### src/rtl/ss_pkg.sv
package ss_pkg;

  localparam int CFG_ADDR_BITS = 4;
  localparam int CFG_DATA_BITS = 64;
  localparam int LEN_BITS      = 4;
  localparam int OUT_POS_BITS  = 16;

  localparam logic [CFG_ADDR_BITS-1:0] ADDR_NEEDLE_BYTES  = 4'h0;
  localparam logic [CFG_ADDR_BITS-1:0] ADDR_NEEDLE_LENGTH = 4'h8;

  localparam logic [7:0] NUL_CHAR = 8'h00;

  typedef struct packed {
    logic [CFG_DATA_BITS-1:0] chars;
    logic [LEN_BITS-1:0]      len;
  } needle_t;

  typedef struct packed {
    logic [7:0] data;
    logic       is_end;
  } item_t;

  typedef struct packed {
    logic  valid;
    item_t item;
  } queue_head_t;

endpackage

### src/rtl/substring_search.sv
// Streaming substring search. The haystack enters one byte per item and
// ends with a zero byte; the needle (up to MAX_NEEDLE characters) and its
// length must be set by the user over the register port while the block is
// idle (unchecked). Each string yields exactly one result: found with the
// offset of the first match, or not found at the terminating zero byte. The
// block takes one byte per cycle while haystack_stall is low; a byte that
// gives a result passes through the two-entry input queue and the result
// register before the result port. The window compare is combinational.
module substring_search #(
  parameter int MAX_NEEDLE    = 8,
  parameter int POSITION_BITS = 16
) (
  input  logic                              clk,
  input  logic                              rst,
  input  logic                              psel,
  input  logic                              penable,
  input  logic                              pwrite,
  input  logic [ss_pkg::CFG_ADDR_BITS-1:0]  paddr,
  input  logic [ss_pkg::CFG_DATA_BITS-1:0]  pwdata,
  output logic [ss_pkg::CFG_DATA_BITS-1:0]  prdata,
  output logic                              pready,
  input  logic                              haystack_valid,
  output logic                              haystack_stall,
  input  logic [7:0]                        haystack_byte,
  output logic                              result_valid,
  input  logic                              result_stall,
  output logic                              found,
  output logic [ss_pkg::OUT_POS_BITS-1:0]   match_position
);

  ss_pkg::needle_t     needle;
  ss_pkg::queue_head_t head;
  logic                pop;

  ss_regs #(
    .MAX_NEEDLE (MAX_NEEDLE)
  ) u_regs (
    .clk     (clk),
    .rst     (rst),
    .psel    (psel),
    .penable (penable),
    .pwrite  (pwrite),
    .paddr   (paddr),
    .pwdata  (pwdata),
    .prdata  (prdata),
    .pready  (pready),
    .needle  (needle)
  );

  ss_front u_front (
    .clk            (clk),
    .rst            (rst),
    .haystack_valid (haystack_valid),
    .haystack_stall (haystack_stall),
    .haystack_byte  (haystack_byte),
    .head           (head),
    .pop            (pop)
  );

  ss_back #(
    .MAX_NEEDLE    (MAX_NEEDLE),
    .POSITION_BITS (POSITION_BITS)
  ) u_back (
    .clk            (clk),
    .rst            (rst),
    .needle         (needle),
    .head           (head),
    .pop            (pop),
    .result_valid   (result_valid),
    .result_stall   (result_stall),
    .found          (found),
    .match_position (match_position)
  );

endmodule

### src/rtl/ss_regs.sv
module ss_regs #(
  parameter int MAX_NEEDLE = 8
) (
  input  logic                               clk,
  input  logic                               rst,
  input  logic                               psel,
  input  logic                               penable,
  input  logic                               pwrite,
  input  logic [ss_pkg::CFG_ADDR_BITS-1:0]   paddr,
  input  logic [ss_pkg::CFG_DATA_BITS-1:0]   pwdata,
  output logic [ss_pkg::CFG_DATA_BITS-1:0]   prdata,
  output logic                               pready,
  output ss_pkg::needle_t                    needle
);

  logic [ss_pkg::CFG_DATA_BITS-1:0] needle_bytes;
  logic [ss_pkg::LEN_BITS-1:0]      needle_length;
  logic                             wr_en;

  assign pready = 1'b1;
  assign wr_en  = psel && penable && pwrite;

  always_ff @(posedge clk) begin
    if (rst) begin
      needle_bytes  <= '0;
      needle_length <= '0;
    end else if (wr_en) begin
      case (paddr)
        ss_pkg::ADDR_NEEDLE_BYTES: begin
          needle_bytes <= pwdata;
        end
        ss_pkg::ADDR_NEEDLE_LENGTH: begin
          needle_length <= pwdata[ss_pkg::LEN_BITS-1:0];
        end
        default: begin
        end
      endcase
    end
  end

  always_comb begin
    case (paddr)
      ss_pkg::ADDR_NEEDLE_BYTES:  prdata = needle_bytes;
      ss_pkg::ADDR_NEEDLE_LENGTH: prdata = ss_pkg::CFG_DATA_BITS'(needle_length);
      default:                    prdata = '0;
    endcase
  end

  // The needle ends at its first zero character, like a C string.
  always_comb begin
    logic [ss_pkg::LEN_BITS-1:0] clamped;
    logic [ss_pkg::LEN_BITS-1:0] eff;
    clamped = (needle_length > ss_pkg::LEN_BITS'(MAX_NEEDLE)) ?
              ss_pkg::LEN_BITS'(MAX_NEEDLE) : needle_length;
    eff = clamped;
    for (int i = MAX_NEEDLE - 1; i >= 0; i--) begin
      if ((ss_pkg::LEN_BITS'(i) < clamped) && (needle_bytes[8*i +: 8] == ss_pkg::NUL_CHAR)) begin
        eff = ss_pkg::LEN_BITS'(i);
      end
    end
    needle.chars = needle_bytes;
    needle.len   = eff;
  end

endmodule

### src/rtl/ss_front.sv
module ss_front (
  input  logic                clk,
  input  logic                rst,
  input  logic                haystack_valid,
  output logic                haystack_stall,
  input  logic [7:0]          haystack_byte,
  output ss_pkg::queue_head_t head,
  input  logic                pop
);

  ss_pkg::item_t entries [2];
  logic          wr_ptr;
  logic          rd_ptr;
  logic [1:0]    count;
  logic          push;
  logic          take;

  assign haystack_stall = (count == 2'd2);
  assign push           = haystack_valid && !haystack_stall;
  assign take           = pop && (count != 2'd0);

  assign head.valid = (count != 2'd0);
  assign head.item  = entries[rd_ptr];

  always_ff @(posedge clk) begin
    if (push) begin
      entries[wr_ptr].data   <= haystack_byte;
      entries[wr_ptr].is_end <= (haystack_byte == ss_pkg::NUL_CHAR);
    end
  end

  always_ff @(posedge clk) begin
    if (rst) begin
      wr_ptr <= 1'b0;
      rd_ptr <= 1'b0;
      count  <= 2'd0;
    end else begin
      if (push) begin
        wr_ptr <= ~wr_ptr;
      end
      if (take) begin
        rd_ptr <= ~rd_ptr;
      end
      if (push && !take) begin
        count <= count + 2'd1;
      end else if (take && !push) begin
        count <= count - 2'd1;
      end
    end
  end

endmodule

### src/rtl/ss_back.sv
module ss_back #(
  parameter int MAX_NEEDLE    = 8,
  parameter int POSITION_BITS = 16
) (
  input  logic                              clk,
  input  logic                              rst,
  input  ss_pkg::needle_t                   needle,
  input  ss_pkg::queue_head_t               head,
  output logic                              pop,
  output logic                              result_valid,
  input  logic                              result_stall,
  output logic                              found,
  output logic [ss_pkg::OUT_POS_BITS-1:0]   match_position
);

  localparam int WIN_DEPTH = (MAX_NEEDLE > 1) ? MAX_NEEDLE - 1 : 1;
  localparam int IDX_BITS  = (MAX_NEEDLE > 1) ? $clog2(MAX_NEEDLE) : 1;
  localparam int WIN_SLOTS = 2 ** IDX_BITS;
  localparam logic [POSITION_BITS-1:0] COUNT_MAX = '1;
  localparam logic [32:0] OUT_POS_MAX = 33'((2 ** ss_pkg::OUT_POS_BITS) - 1);

  logic [7:0]               recent [WIN_DEPTH];
  logic [POSITION_BITS-1:0] bytes_seen;
  logic                     result_given;

  logic [7:0]               win [WIN_SLOTS];
  logic                     is_match;
  logic [POSITION_BITS-1:0] start_pos;
  logic [32:0]              start_wide;
  logic [7:0]               c;
  logic                     is_end;
  logic                     gives_result;

  assign c      = head.item.data;
  assign is_end = head.item.is_end;
  assign pop    = head.valid && (!result_valid || !result_stall);

  assign gives_result = pop && !result_given &&
                        ((needle.len == '0) || is_end || is_match);

  // Slot 0 is the byte being looked at, slot k the byte k items older.
  always_comb begin
    for (int k = 0; k < WIN_SLOTS; k++) begin
      if (k == 0) begin
        win[k] = c;
      end else if (k < MAX_NEEDLE) begin
        win[k] = recent[k-1];
      end else begin
        win[k] = ss_pkg::NUL_CHAR;
      end
    end
  end

  always_comb begin
    logic [ss_pkg::LEN_BITS-1:0] age;
    logic                        chars_ok;
    chars_ok = 1'b1;
    for (int i = 0; i < MAX_NEEDLE; i++) begin
      age = needle.len - 4'd1 - ss_pkg::LEN_BITS'(i);
      if ((ss_pkg::LEN_BITS'(i) < needle.len) &&
          (win[age[IDX_BITS-1:0]] != needle.chars[8*i +: 8])) begin
        chars_ok = 1'b0;
      end
    end
    is_match  = chars_ok &&
                (bytes_seen >= POSITION_BITS'(needle.len - 4'd1));
    start_pos = bytes_seen - POSITION_BITS'(needle.len - 4'd1);
    start_wide = 33'(start_pos);
  end

  always_ff @(posedge clk) begin
    if (pop && !result_given && (needle.len != '0) && !is_end) begin
      for (int k = WIN_DEPTH - 1; k > 0; k--) begin
        recent[k] <= recent[k-1];
      end
      recent[0] <= c;
    end
  end

  always_ff @(posedge clk) begin
    if (rst) begin
      result_valid <= 1'b0;
      bytes_seen   <= '0;
      result_given <= 1'b0;
    end else begin
      if (gives_result) begin
        result_valid <= 1'b1;
      end else if (!result_stall) begin
        result_valid <= 1'b0;
      end
      if (pop) begin
        if (result_given) begin
          if (is_end) begin
            bytes_seen   <= '0;
            result_given <= 1'b0;
          end
        end else if (needle.len == '0) begin
          if (is_end) begin
            bytes_seen <= '0;
          end else begin
            result_given <= 1'b1;
          end
        end else if (is_end) begin
          bytes_seen <= '0;
        end else begin
          if (bytes_seen != COUNT_MAX) begin
            bytes_seen <= bytes_seen + POSITION_BITS'(1);
          end
          if (is_match) begin
            result_given <= 1'b1;
          end
        end
      end
    end
  end

  always_ff @(posedge clk) begin
    if (pop && !result_given) begin
      if (needle.len == '0) begin
        found          <= 1'b1;
        match_position <= '0;
      end else if (is_end) begin
        found          <= 1'b0;
        match_position <= '0;
      end else if (is_match) begin
        found          <= 1'b1;
        match_position <= (start_wide > OUT_POS_MAX) ? '1 :
                          start_wide[ss_pkg::OUT_POS_BITS-1:0];
      end
    end
  end

endmodule

### config.mk
export PLATFORM = sky130hd
export DESIGN_NAME = substring_search
export DESIGN_NICKNAME = d
export VERILOG_FILES = /design/src/rtl/ss_pkg.sv /design/src/rtl/substring_search.sv /design/src/rtl/ss_regs.sv /design/src/rtl/ss_front.sv /design/src/rtl/ss_back.sv
export SDC_FILE = /design/constraint.sdc
export NUM_CORES = 1
export LEC_CHECK = 0
export BUFFER_PORTS_ARGS = -buffer_cell sky130_fd_sc_hd__buf_4
export CORE_MARGIN = 4
export CORE_UTILIZATION = 52
export DETAILED_ROUTE_END_ITERATION = 16
export PLACE_DENSITY = 0.73
export SLEW_MARGIN = 5
export SYNTH_ARGS = -nofsm -noshare
export SYNTH_HDL_FRONTEND = slang
export SYNTH_SLANG_ARGS = --single-unit
### constraint.sdc
create_clock -name clk -period 9.2 [get_ports clk]
set_input_delay 1.84 -clock clk [delete_from_list [all_inputs] [get_ports clk]]
set_output_delay 1.84 -clock clk [all_outputs]
set_load 0.005 [all_outputs]
After elaboration in Yosys (flattened, before gate mapping)
Memory sizes are Yosys's and may differ from the RTL's. A register that Yosys moved wholly into a read port is not among the register bits.
Cells that the tools add are included.
{ "classes": {"add_sub_neg": 13, "n_mul": 0, "n_div": 0, "order_cmp": 27, "n_eq_ne": 12, "shift": 0, "muxes": 66, "n_bitwise": 10, "reduce_logical": 59} }
{ "ops": {"columns": ["operator", "count"], "rows": [
  ["$bmux W8 S3", 8],
  ["$mux W8", 16],
  ["$pmux W64 S2", 1],
  ["$mux W16", 7],
  ["$logic_not A8 Y1", 9],
  ["$ne A8 B8 Y1", 8],
  ["$mux W4", 9],
  ["$ge A4 B4 Y1 const B", 8],
  ["$lt A3 B4 Y1 const A", 8],
  ["$not A3 Y4", 8],
  ["$logic_and A1 B1 Y1", 28],
  ["$mux W1", 23],
  ["$add A16 B1 Y16 const B", 1],
  ["$ge A16 B16 Y1", 1],
  ["$gt A16 B16 Y1 const B", 1],
  ["$lt A1 B4 Y1 const A", 4],
  ["$lt A2 B4 Y1 const A", 4],
  ["$ne A16 B16 Y1 const B", 1],
  ["$sub A16 B16 Y16", 1],
  ["$sub A3 B3 Y3 const B", 4],
  ["$logic_not A4 Y1", 2],
  ["$reduce_and A2 Y1", 4],
  ["$reduce_bool A4 Y1", 2],
  ["$logic_not A1 Y1", 7],
  ["other kinds (15)", 22]
]} }
{ "totals": {"reg_bits": 107, "latchBits": 0, "ramBits": 74, "romBits": 0, "in_bits": 83, "out_inout_bits": 84, "word_cells": 199, "mem_count": 2} }
{ "memory_table": {"columns": ["name", "words", "width", "read_ports", "rd_ports_with_merged_regs", "write_ports", "line", "text"], "rows": [
  ["u_back.recent", 7, 8, 7, 0, 7, "ss_back.sv:22", "logic [7:0] recent [WIN_DEPTH];"],
  ["u_front.entries", 2, 9, 1, 1, 1, "ss_front.sv:11", "ss_pkg::item_t entries [2];"]
]} }

Depth between registers and ports, before layout
{ "logic_depth": {"ltp_word": 32, "mapped_depth": 31, "mapped_depth_nobuf": 23} }

Cells and area by module
Synthesis repeated with hierarchy kept, for this count alone.
{ "hier_totals": {"hier_cells": 1023, "hier_area_um2": 10916.7} }
{ "by_module_without_submodules": {"columns": ["module", "instances", "cells_each", "area_each_um2", "seq_area_each_um2"], "rows": [
  ["ss_back", 1, 542, 6826.5, 2552.4],
  ["ss_regs", 1, 425, 3204.3, 1361.3],
  ["ss_front", 1, 56, 885.8, 640.6]
]} }

Worst setup path before layout
No wires, ideal clock.
{ "synth_path": {"kind": "register to register", "startpoint": "register u_regs.needle_bytes[32] (netlist bit)", "endpoint": "register u_back.found, enable pin", "setup_ns": 0.418, "t_arrival_ns": 7.159, "t_required_ns": 8.782, "path_slack_ns": 1.623, "path_stages_with_launch": 31, "path_buffers": 7, "period_less_slack_ns": 7.577, "cell_sequence": "dfxtp_1 -> nor4_1 -> nand3_1 -> o221ai_2 -> nand3_2 -> nand2_1 -> buf_2 -> buf_2 -> buf_1 -> buf_2 -> ha_1 -> clkbuf_1 -> xnor2_4 -> inv_4 -> buf_2 -> buf_1 -> ha_1 -> a21o_1 -> a21oi_1 -> o21ai_0 -> a21oi_1 -> o21ai_0 -> a21oi_1 -> o21ai_0 -> nand2_1 -> a211o_1 -> o21ai_0 -> o21ai_0 -> a21boi_0 -> o221ai_1 -> a211oi_1"} }
{ "synth_between": {"elab_chain_len": 25, "elab_cells_between_ends": 85, "cone_classes": "add/sub (9); order compare (9); eq/ne (8); mux (37); bitwise (8); reduce/logical (14)"} }
{ "synth_rtl": {"columns": ["item", "line", "text"], "rows": [
  ["start: declaration", "ss_regs.sv:16", "logic [ss_pkg::CFG_DATA_BITS-1:0] needle_bytes;"],
  ["start signal: assignment", "ss_regs.sv:30", "needle_bytes <= pwdata;"],
  ["$logic_not A8 Y1", "ss_regs.sv:57", "if ((ss_pkg::LEN_BITS'(i) < clamped) && (needle_bytes[8*i +: 8] == ss_pkg::NUL_CHAR)) begin"],
  ["$logic_and A1 B1 Y1", "ss_regs.sv:57", null],
  ["$mux W4 (5 in a row)", "ss_regs.sv:57", null],
  ["$sub A3 B1 Y3", "ss_back.sv:59", "age = needle.len - 4'd1 - ss_pkg::LEN_BITS'(i);"],
  ["$sub A3 B1 Y3 or $not A3 Y4 (tied branches)", "ss_back.sv:59, ss_back.sv:61", null],
  ["$not A3 Y4 (implied by the code) or $bmux W8 S3 (tied branches)", "ss_back.sv:61", "(win[age[IDX_BITS-1:0]] != needle.chars[8*i +: 8])) begin"],
  ["$bmux W8 S3 or $mux W8 (tied branches)", "ss_back.sv:61", null],
  ["$mux W8 (implied by the code)", "ss_back.sv:61", null],
  ["$mux W8 (implied by the code) or $ne A8 B8 Y1 (tied branches)", "ss_back.sv:61", null],
  ["$ne A8 B8 Y1 or $logic_and A1 B1 Y1 (tied branches)", "ss_back.sv:61, ss_back.sv:60", null],
  ["$logic_and A1 B1 Y1 or $mux W1 (tied branches)", "ss_back.sv:60", "if ((ss_pkg::LEN_BITS'(i) < needle.len) &&"],
  ["$mux W1 (7 in a row)", "ss_back.sv:60", null],
  ["$logic_and A1 B1 Y1", "ss_back.sv:65", "is_match = chars_ok &&"],
  ["$reduce_bool A3 Y1 (no source line) *", null, null],
  ["$reduce_and A2 Y1 (no source line) *", null, null],
  ["end signal: assignment", "ss_back.sv:120", "found <= 1'b1;"],
  ["end signal: assignment", "ss_back.sv:123", "found <= 1'b0;"],
  ["end signal: assignment", "ss_back.sv:126", "found <= 1'b1;"],
  ["end: declaration", "ss_back.sv:12", "output logic found,"]
]} }
Every way passes the cells marked *; elsewhere a longest branch is shown, timed or not. The select of a mux whose other input is x is not followed.
A chain may end at the register's enable or synchronous reset.

Worst setup path after layout
{ "layout_path": {"startpoint": "register u_regs.needle_bytes[60] (netlist bit)", "endpoint": "register u_back.found, enable pin"} }
{ "layout_between": {"elab_chain_len": 28, "elab_cells_between_ends": 88, "cone_classes": "add/sub (9); order compare (9); eq/ne (8); mux (40); bitwise (8); reduce/logical (14)"} }
{ "layout_rtl": {"columns": ["item", "line"], "rows": [
  ["$logic_not A8 Y1", "ss_regs.sv:57"],
  ["$logic_and A1 B1 Y1", "ss_regs.sv:57"],
  ["$mux W4 (8 in a row)", "ss_regs.sv:57"],
  ["$sub A3 B1 Y3", "ss_back.sv:59"],
  ["$sub A3 B1 Y3 or $not A3 Y4 (tied branches)", "ss_back.sv:59, ss_back.sv:61"],
  ["$not A3 Y4 (implied by the code) or $bmux W8 S3 (tied branches)", "ss_back.sv:61"],
  ["$bmux W8 S3 or $mux W8 (tied branches)", "ss_back.sv:61"],
  ["$mux W8 (implied by the code)", "ss_back.sv:61"],
  ["$mux W8 (implied by the code) or $ne A8 B8 Y1 (tied branches)", "ss_back.sv:61"],
  ["$ne A8 B8 Y1 or $logic_and A1 B1 Y1 (tied branches)", "ss_back.sv:61, ss_back.sv:60"],
  ["$logic_and A1 B1 Y1 or $mux W1 (tied branches)", "ss_back.sv:60"],
  ["$mux W1 (7 in a row)", "ss_back.sv:60"],
  ["$logic_and A1 B1 Y1", "ss_back.sv:65"],
  ["$reduce_bool A3 Y1 (no source line) *", null],
  ["$reduce_and A2 Y1 (no source line) *", null]
]} }
Marked as above.

==> summary by stage <==
Global routing
The initial antenna violation count is 0. The combined global-route utilization of all metal layers is 0.297. The number of global-route vias before repair came to a little over 10000.

For met3 alone, demand over resource in global routing was 0.0776. In the global route stage, met2 resource usage came out at 0.440. In the global route stage, met1 resource usage came out at 0.414.

The routing layer with the top usage in global route is met2. Entering global routing, the biggest net connects 67 pins. The final global-route overflow total is 0.

The first global-routing pass estimated 60500 um of wire.

Synthesis
After synthesis the cells add up to 12300 um^2. Counting every net in the synthesized netlist gives 1458. The number of warnings printed during yosys synthesis is 0. Of the post-synthesis cell area, the dominant cell type holds 0.223. The simple-gate share of the synthesized area is 0.199. In the post-synthesis netlist, the biggest area contributors are edfxtp_1 (22%), dfxtp_1 (15%), mux2i_1 (11%). The count of different cell masters after synthesis is 88.

The adder and majority gate portion of the synthesized area is 0.0251. The proportion of synthesized area in mux cells is 0.150. The xor and xnor area share after synthesis is 0.0829. The compound-gate portion of the synthesized area is 0.130. Synthesis handed over a netlist of 1351 instances. The synthesized design contains 91 enable-type register cells.

The largest family of logic cells by synthesized area is simple AND/OR/NAND/NOR gates. Synthesis inferred roughly 180 register bits. The main flop type after synthesis is edfxtp_1. The biggest area contributor in the post-synthesis netlist is edfxtp_1. The post-synthesis average cell area is 9.07 um^2. The share of synthesized flip-flops with an asynchronous set or reset is 0. Of the synthesized area, sequential elements account for 0.372.

Floorplanning
Pin placement for this block handled 167 I/O pins. The die span in x is ~160 um. For this configuration, the core starts out at a cell density of 0.535. The number of placement rows is 55. The die boundary height is 162 um. The placeable core area is 22900 um^2. The floorplan die area is roughly 26000 um^2.

Setup path
The biggest cell delay along the critical path is ~770 ps. The capturing element type of the critical path is a flop. The worst setup path is launched from a flop. The slowest cell on the critical path is nor4_1.

Along the worst path, the maximum fanout reaches 36. The worst endpoint required time is 9320 ps. By instance count, the cell type seen most on the critical path is o21ai_0. The setup path with the least slack is of type reg2reg. The data arrival time at the worst-slack endpoint is ~7200 ps.

Outcome
The flow ran to the end, and the final reports show no timing, DRC or antenna violations.

Clock network
The number of buffers on the longest clock path is 2. The cts-stage hold buffer count is 0. The H-tree was split into 4 levels. The number of post-CTS setup repair buffers is 0. At the later pin of the worst-skew pair, clock insertion delay measures 440 ps.

The number of clock sinks seen by CTS is 182. The number of gates resized after CTS is 0. The number of buffers added by the clock tree synthesis step is 17. The CTS tree is built. The clock-pin slew on the worst setup and hold paths is 70 ps.

In this run the clock root is driven by a clkbuf_16.

Power and ir drop
The peak ir drop on the vdd network is 0.000109 V. In this run the power density over the cells is 150 nW/um^2. The static leakage is 5.85 nW.

Route
Before antenna repair, the detailed router went through 5 iterations. The number of DRC markers after the initial detailed-route iteration is 1300. The vias after detailed routing is 10900. After detailed routing, the number of remaining DRC violations is 0. The average via count per standard cell is roughly 6. In the final routed layout, each cell accounts on average for 22.0 um. In this run the remaining antenna-violating nets after routing total 0.

The total length of routed wires is between 30000 and 40000 um.

Cells and area
The synthesis-to-layout area growth is 16.2%. Registers take around 4600 um^2. For this run, the post-layout net count is between 1500 and 2000.

The repair_antennas step left the layout with diodes totalling 0. In the final layout, the share of cells above drive strength 1 is 0.188. The filler cells instantiated in the layout total 1972. The multi-input combinational cells in the finished layout cover a total of approximately 7200 um^2. The post-route core utilization is 0.621.

Placed design
The placement-stage worst setup slack is 2410 ps. The number of buffers added on ports is 165. The sum of net half-perimeters after detailed placement is 29200 um.

The weighted congestion reported at the end of routability-driven placement is 1.04.

Timing
The clock arrives with about 17 ps of skew. The maximum clock rate is 142 MHz. The total setup violations reported at the end of the flow is 0. The hold violation total from the final report came to 0. Summed over all failing endpoints, the final setup total negative slack is 0 ps. Setup repair after global routing left no endpoint under its margin. The total count of max-transition violations in the final report is 0.

The worst relative slew slack is 0.254. The post-route worst setup slack is 2150 ps. The slew at the pin closest to its max-slew limit is 1100 ps. The final hold slack is 501 ps. The shortest period the worst path allows is 7050 ps. In the finished design, the share of the clock period the worst path needs comes to 0.766.

Min path
The class of the tightest hold or removal check is reg2reg.

Job
The number of maximum-capacitance constraint violations is 0.
metal layers:
| layer | wire, um | up-vias |
|---|---|---|
| li1 | - | 5092 |
| met1 | 16900 | 5148 |
| met2 | 16900 | 568 |
| met3 | 3920 | 84 |
| met4 | 1600 | 0 |
| met5 | 0 | - |
report_power, final:
group          switching (W)  internal [W]  leakage, nW
clock               0.000362      0.000394        0.293
sequential         0.0000314      0.000921         1.57
combinational       0.000247      0.000182         3.99
cells in the final DEF, fill, tap and decap left out, drive strengths merged, types with 5 or more instances in the layout:
master / n
nand2: 216
buf: 180
mux2i: 131
a21oi: 97
dfxtp: 91
edfxtp: 91
and2: 70
nor2: 69
xnor2: 64
xor2: 49
o21ai: 35
inv: 35
mux2: 33
nand3: 31
nor4: 24
ha: 23
a31oi: 18
clkbuf: 18
a211oi: 16
and3: 15
nor3: 15
nand4: 12
o211ai: 8
or4: 8
a22oi: 7
mux4: 7
clkinv: 7
or3: 6
nand2b: 6
a22o: 6
o221ai: 6
nor2b: 5
o22ai: 5
cells by family (layout without fill, tap and decap cells):
kind of cell | Yosys count | count (layout)
adders and majority gates | 24 | 24
AOI/OAI and AO/OA | 248 | 248
other | 1 | 1
xor gates and xnor gates | 113 | 113
muxes | 171 | 171
and+or+nand+nor | 499 | 499
DFF | 182 | 182
buffers and inverters | 113 | 242
stage by stage:
stage          instance area (um^2)  std cells  power [W]
6_report                      14200       1793    0.00214
5_1_grt                       14200       1793    0.00222
4_1_cts                       14200       1793    0.00214
3_5_place_dp                  13600       1761    0.00139
3_3_place_gp                  13600       1761    0.00138
2_1_floorplan                 12300       1351    0.00121
cell type report:
class,instances,share of cell area
Timing Repair Buffer,180,0.0949
Multi-Input combinational cell,1056,0.507
Sequential cell,182,0.320
Inverter,30,0.00826
Clock inverter,14,0.0113
Clock buffer,18,0.0308
Tap cell,313,0.0275
critical path, delay by kind of cell, from the launching register on:
| kind | cells | cell delay (ps) |
|---|---|---|
| xor gates and xnor gates | 1 | 190 |
| and+or+nand+nor | 3 | 1100 |
| DFF | 1 | 370 |
| AOI/OAI and AO/OA | 15 | 2890 |
| adders and majority gates | 2 | 860 |
| buffers and inverters | 4 | 1270 |
path summary, 6_finish.rpt:
check	slack [ps]	endpoint	from	cells past startpoint
setup / recovery	2150	u_back.found	u_regs.needle_bytes[60]	25
setup reg to reg	2150	u_back.found	u_regs.needle_bytes[60]	25
hold / removal	500	u_regs.needle_bytes[43]	u_regs.needle_bytes[43]	2
hold reg to reg	500	u_regs.needle_bytes[43]	u_regs.needle_bytes[43]	2
state kept, by name, summed over array words and instances, names as in the netlist, 2 cells and up, named ones only:
| signal | flops |
|---|---|
| u_back.bytes_seen | 16 |
| u_front.entries | 18 |
| u_back.match_position | 16 |
| u_back.recent | 56 |
| u_regs.needle_length | 4 |
| u_front.count | 2 |
| u_regs.needle_bytes | 64 |
Yosys cell counts (all sizes together), types with 16 or more instances:
cell type,instances
a31oi,18
xnor2,64
ha,23
dfxtp,91
nand3,31
a21oi,97
nor4,24
mux2i,131
nand2,216
mux2,33
nor2,69
buf,32
edfxtp,91
o21ai,35
inv,29
a211oi,16
and2,70
xor2,49
clkbuf,51
Power figures use the tool's default switching activity.
